### config.mk
export PLATFORM = sky130hd
export DESIGN_NAME = swm_cell
export DESIGN_NICKNAME = d
export VERILOG_FILES = /design/src/hdl/swm_pkg.sv /design/src/hdl/swm_cell.sv
export SDC_FILE = /design/constraint.sdc
export NUM_CORES = 1
export LEC_CHECK = 0
export ABC_AREA = 1
export BUFFER_PORTS_ARGS = -buffer_cell sky130_fd_sc_hd__buf_2
export CELL_PAD_IN_SITES_DETAIL_PLACEMENT = 2
export CELL_PAD_IN_SITES_GLOBAL_PLACEMENT = 2
export CORE_UTILIZATION = 26
export DETAILED_ROUTE_END_ITERATION = 12
export PLACE_DENSITY_LB_ADDON = 0.3
export SETUP_SLACK_MARGIN = 0.2
export SYNTH_ARGS = -nofsm -noshare
export SYNTH_HDL_FRONTEND = slang
export SYNTH_SLANG_ARGS = --single-unit
### constraint.sdc
create_clock -name clock -period 4.3 [get_ports clock]
set_clock_uncertainty 0.1 [all_clocks]
set_input_delay 0.215 -clock clock [delete_from_list [all_inputs] [get_ports clock]]
set_output_delay 0.215 -clock clock [all_outputs]
set_load 0.01 [all_outputs]
### src/hdl/swm_pkg.sv
// Shared widths and the neighbor flag bundle of the sliding-window median filter.
package swm_pkg;

   localparam int SAMPLE_W     = 32;
   localparam int CSR_W        = 7;
   localparam int MAX_WINDOW_D = 64;
   localparam int RESET_WINDOW = 3;

   // What a cell tells its neighbors about itself.
   typedef struct packed {
      logic valid;   // cell holds a window sample
      logic gt;      // empty, or its sample orders above the incoming one
   } flags_type;

endpackage

### src/hdl/swm_cell.sv
// One cell of the sorted chain: holds a sample and its age, and on each step takes
// its next contents from itself, a neighbor or the incoming sample.
module swm_cell #(
   parameter int AGE_W = 6
) (
   input  logic                                  clock,
   input  logic                                  reset,
   input  logic                                  clear,
   input  logic                                  step,
   input  logic                                  full,
   input  logic [AGE_W-1:0]                      last_age,
   input  logic signed [swm_pkg::SAMPLE_W-1:0]   sample,
   input  swm_pkg::flags_type                    left_flags,
   input  logic signed [swm_pkg::SAMPLE_W-1:0]   left_value,
   input  logic [AGE_W-1:0]                      left_age,
   input  swm_pkg::flags_type                    right_flags,
   input  logic signed [swm_pkg::SAMPLE_W-1:0]   right_value,
   input  logic [AGE_W-1:0]                      right_age,
   input  logic                                  del_below_in,
   output logic                                  del_below_out,
   output swm_pkg::flags_type                    own_flags,
   output logic signed [swm_pkg::SAMPLE_W-1:0]   own_value,
   output logic [AGE_W-1:0]                      own_age
);

   logic                                 valid_ff, valid_in;
   logic signed [swm_pkg::SAMPLE_W-1:0]  value_ff, value_in;
   logic [AGE_W-1:0]                     age_ff, age_in;
   logic                                 leaving;
   swm_pkg::flags_type                   lo_flags, hi_flags;
   logic signed [swm_pkg::SAMPLE_W-1:0]  lo_value, hi_value;
   logic [AGE_W-1:0]                     lo_age, hi_age;

   // this cell's sample is the one leaving the window
   assign leaving       = full && valid_ff && (age_ff == last_age);
   assign del_below_out = del_below_in || leaving;

   assign own_flags.valid = valid_ff;
   assign own_flags.gt    = !valid_ff || (value_ff > sample);
   assign own_value       = value_ff;
   assign own_age         = age_ff;

   always_comb begin
      // lo: what sits at this position once the leaving sample is gone
      if (del_below_out) begin
         lo_flags = right_flags;
         lo_value = right_value;
         lo_age   = right_age;
      end else begin
         lo_flags = own_flags;
         lo_value = value_ff;
         lo_age   = age_ff;
      end
      // hi: what sits one position lower once the leaving sample is gone
      if (del_below_in) begin
         hi_flags = own_flags;
         hi_value = value_ff;
         hi_age   = age_ff;
      end else begin
         hi_flags = left_flags;
         hi_value = left_value;
         hi_age   = left_age;
      end

      if (!lo_flags.gt) begin
         valid_in = lo_flags.valid;
         value_in = lo_value;
         age_in   = lo_age + 1'b1;
      end else if (hi_flags.gt) begin
         valid_in = hi_flags.valid;
         value_in = hi_value;
         age_in   = hi_age + 1'b1;
      end else begin
         valid_in = 1'b1;
         value_in = sample;
         age_in   = '0;
      end
   end

   always_ff @(posedge clock) begin
      if (reset || clear) begin
         valid_ff <= 1'b0;
      end else if (step) begin
         valid_ff <= valid_in;
      end
   end

   always_ff @(posedge clock) begin
      if (step) begin
         value_ff <= value_in;
         age_ff   <= age_in;
      end
   end

endmodule
After elaboration in Yosys (flattened, before gate mapping)
Index checks and enable logic that the tools add are counted.
{"block": "op_classes", "addsub": 2, "order_cmp": 1, "eq_ne": 2, "mux": 12, "n_reduce_logical": 8}
{"cell": "32-bit two-way mux", "count": 4}
{"cell": "32-bit greater-than comparator", "count": 1}
{"cell": "6-bit two-way mux", "count": 4}
{"cell": "6-bit by 1-bit adder with 6-bit output, second input constant", "count": 2}
{"cell": "6-bit == test", "count": 1}
{"cell": "2-bit two-way mux", "count": 2}
{"cell": "1-bit logical OR", "count": 3}
{"cell": "3-bit inequality test, second input constant", "count": 1}
{"cell": "3-bit AND reduction", "count": 1}
{"cell": "1-bit logical AND", "count": 2}
{"cell": "1-bit two-way mux", "count": 2}
{"cell": "2-bit nonzero test", "count": 1}
{"cell": "1-bit zero test", "count": 1}
{"block": "totals", "regBits": 39, "out_inout_bits": 41, "word_cells": 28}

Depth between registers and ports, before layout
{"block": "depth", "word_depth": 6, "depth_mapped": 22, "depth_no_buf": 22}

Worst setup path after synthesis
Ideal clock, no wire load.
{"block": "synth_timing", "path_kind": "flip-flop to flip-flop", "from": "reg value_ff (netlist bit own_value[31])", "to": "reg value_ff (netlist bit own_value[0]), enable pin", "setup_time_ns": 0.387, "t_arrival_ns": 2.431, "required_time_ns": 3.813, "slack_ns": 1.382, "path_stages_with_launch": 14, "period_less_slack_ns": 2.918, "cell_sequence": "edfxtp_1 > ha_1 > nand2_1 > nor2_1 > nand2_1 > nor3b_1 > nand2_1 > nand2_1 > nand2_1 > nand3_2 > nand2_1 > nand3_1 > nand2_1 > inv_1"}
{"element": "from (decl)", "line_no": "swm_cell.sv:27", "text": "logic signed [swm_pkg::SAMPLE_W-1:0] value_ff, value_in;"}
{"element": "from (signal assigned)", "line_no": "swm_cell.sv:90", "text": "value_ff <= value_in;"}

Worst setup path in the final report
{"block": "layout_timing", "from": "reg value_ff (netlist bit own_value[31])", "to": "reg value_ff (netlist bit own_value[18]), data pin"}
{"block": "layout_between", "elab_chain_len": 5}
{"element": "32-bit greater-than comparator (*)", "line_no": "swm_cell.sv:39", "text": "assign own_flags.gt = !valid_ff || (value_ff > sample);"}
{"element": "1-bit logical OR (*)", "line_no": "swm_cell.sv:39"}
{"element": "2-bit two-way mux", "line_no": "swm_cell.sv:55", "text": "if (del_below_in) begin"}
{"element": "32-bit two-way mux", "line_no": "swm_cell.sv:69", "text": "end else if (hi_flags.gt) begin"}
{"element": "32-bit two-way mux (*)", "line_no": "swm_cell.sv:65", "text": "if (!lo_flags.gt) begin"}
{"element": "named net value_in, one bit", "line_no": "swm_cell.sv:27"}
The timed path passes the listed nets; every way through them passes the cells marked *. The select of a mux whose other input is x is not followed.
A chain may end at the register's enable or synchronous reset.

==> out/metrics.cfg <==
[outcome]
status = complete, no violations

[floorplan]
core_area_um2 = 12600
dieArea_um2 = 13400
die_w_um = 116
die_h_um = 116
initial_utilization_pct = 26.6
rows = 41
ios = 165

[layout]
multi_input_area_um2 = 1850
fill_cells = 1553
drive_above_1_share_pct = 30.7
layout_commonest_cell = buf_2
syn2layout_area_growth_pct = 32.8
finalNetCount = 766
regArea_um2 = 1160
layout_common_cells = buf_2 (164), nand2_1 (106), inv_1 (59)

[drt]
dr_total_vias = 3688
dr.pass1.iters = 4
ant_nets = 0
drc = 0
avgViaCountPerCell = 4.71
drt-initial-drc-count = 124
routedWlPerCell_um = 16.4
routed_wirelength_um = 12800

[synth]
synth_enable_flop_cells = 38
ys_warn_count = 0
syn_area_per_cell_um2 = 7.39
synth_cells = 454
synth_area_um2 = 3350
ys_seq_area_share_pct = 34.6
synth_top_flop_cell = edfxtp_1
async_reset_ff_share_pct = 0
synth_seq_cells = 39
synth_cell_types = 30
syn_nets = 612

[timing]
fin_crit_ps = 3150
setup_ws_ps = 1150
slew_violations = 0
setup_viol = 0
worst_pin_slew_ps = 791
rsz0062_at_grt = false
fin_crit_sh_pct = 73.2
hold_viol = 0
tns_ps = 0
fmax_mhz = 318
slew_headroom_pct = 47.3

[setup_path]
crit_path_max_fanout = 34
critPathArrivalTime_ps = 3180
path_class = flop to flop
cp.required_ps = 4330
r2r_start = own_value[31]$_DFFE_PP_
r2r_setup_slack_ps = 1150
worstReg2RegEnd = own_value[18]$_DFFE_PP_
crit_path_start_kind = flop
cp-endpoint = own_value[18]$_DFFE_PP_
crit_start = own_value[31]$_DFFE_PP_
end_kind = flop
r2r_cells = 13

[clock_tree]
cts_resized = 0
clkTransAtPathRegs_ps = 60
h-tree-depth = 2
tritoncts = built
max-clock-path-buffers = 2
root_buffer = clkbuf_16
cts_hold_buffers = 0
cts_buffers = 5
post-cts-setup-buffer-count = 0
clk_latency_ps = 290
clkSinkCount = 39

[placed_design]
io_buffers = 164
place_congestion = 0.817
post-place-ws_ps = 1080
post-dp-hpwl_um = 10100

[flow_run]
cap_violations = 0

[power_and_ir_drop]
power_leakage_nw = 2.23
p_per_area_nw_per_um2 = 280
ir_worst_vdd_mv = 0.129

[global_routing]
grt-ovfl-total = 0
grt_max_degree = 35
gr-usage-all-layers_pct = 19.6
grt_pass1_vias = 4014
grt_pass1_wl_um = 19900
antenna_found_initial = 2

[hold_path]
min_path_type = input pin to flop

state kept, by name, summed over array words and instances, names as in the netlist:
register,cells
own_age,6
valid_ff,1
own_value,32
cell type report:
class | instances | area share, %
multi-input combinational | 335 | 41.6
sequential | 39 | 26.1
timing repair buffer | 167 | 19.2
inverter | 60 | 5.06
tap | 172 | 4.83
clock buffer | 7 | 2.98
clock inverter | 1 | 0.112
antenna | 2 | 0.112
cells in the mapped netlist (3+ instances only):
| cell | number | area share, % |
|---|---|---|
| buf_2 | 10 | 1.5 |
| nand2_2 | 3 | 0.56 |
| ha_1 | 34 | 13 |
| nand3_2 | 3 | 0.90 |
| buf_4 | 5 | 1.1 |
| o21ai_1 | 35 | 5.2 |
| nor2_1 | 22 | 2.5 |
| clkbuf_1 | 4 | 0.45 |
| nand3b_1 | 4 | 0.90 |
| o21ai_0 | 44 | 6.6 |
| nand3_1 | 13 | 1.9 |
| edfxtp_1 | 38 | 34 |
| or2_2 | 4 | 0.75 |
| o21a_1 | 3 | 0.67 |
| nand2_1 | 106 | 12 |
| a21oi_1 | 47 | 7.0 |
| inv_1 | 59 | 6.6 |
| xor2_1 | 4 | 1.0 |
per-stage QoR:
stage | util [%] | hold WS, ps | area, um2 | power, mW | instances
4_1_cts | 35.2 | 83.1 | 4450 | 1.27 | 781
6_report | 35.3 | 83.0 | 4450 | 1.25 | 783
3_3_place_gp | 34.2 | 381 | 4310 | 0.873 | 773
3_5_place_dp | 34.2 | 389 | 4310 | 0.893 | 773
5_1_grt | 35.3 | 87.1 | 4450 | 1.33 | 783
2_1_floorplan | - | 227 | 3350 | 0.716 | 454
layer usage:
layer	GRT usage, %	part of all wire [%]	wire length, um	up-vias
met1	23.6	45	5720	1746
met5	0	0	0	-
met3	2.82	5.0	648	6
met4	5.19	0.79	102	0
li1	-	-	-	1835
met2	36.1	50	6370	101
cells by family (layout without fill, tap and decap cells):
| logic type | Yosys count | count (layout) | share of synthesized area (%) |
|---|---|---|---|
| adder cells (fa/ha/maj) | 34 | 34 | 12.7 |
| AND/OR/NAND/NOR | 162 | 162 | 20.7 |
| buffers and inverters | 80 | 235 | 10.1 |
| XOR/XNOR | 4 | 4 | 1.04 |
| AO/OA/AOI/OAI | 135 | 135 | 20.8 |
| flip-flops | 39 | 39 | 34.6 |
| other | 0 | 2 | 0 |
power breakdown:
group / total (mW) / switching, mW / internal [mW]
logic: 0.388 / 0.231 / 0.157
clock network: 0.367 / 0.153 / 0.215
registers: 0.489 / 0.0228 / 0.466
worst max-delay path, cell delays in order, from the launching register on:
cell and delay (ps):
edfxtp_1 390, ha_1 350, nand2_1 100, nor2_1 160
nand2_1 120, nor3b_1 210, nand2_1 90, nand3_1 80
nand3_2 130, nand3_2 110, nand2_2 210, inv_2 540
o21ai_0 240, o21ai_1 180
worst min-delay path by stage:
stage          startpoint               endpoint  slack [ps]  cells past startpoint
4_1_cts             reset  valid_ff$_SDFFE_PP0P_          80                      4
6_report            clear  valid_ff$_SDFFE_PP0P_          80                      4
5_1_grt             clear  valid_ff$_SDFFE_PP0P_          90                      4
3_3_place_gp        reset  valid_ff$_SDFFE_PP0P_         380                      4
2_1_floorplan        step   own_age[0]$_DFFE_PP_         230                      0
3_5_place_dp        reset  valid_ff$_SDFFE_PP0P_         390                      4
Power figures use the tool's default switching activity.
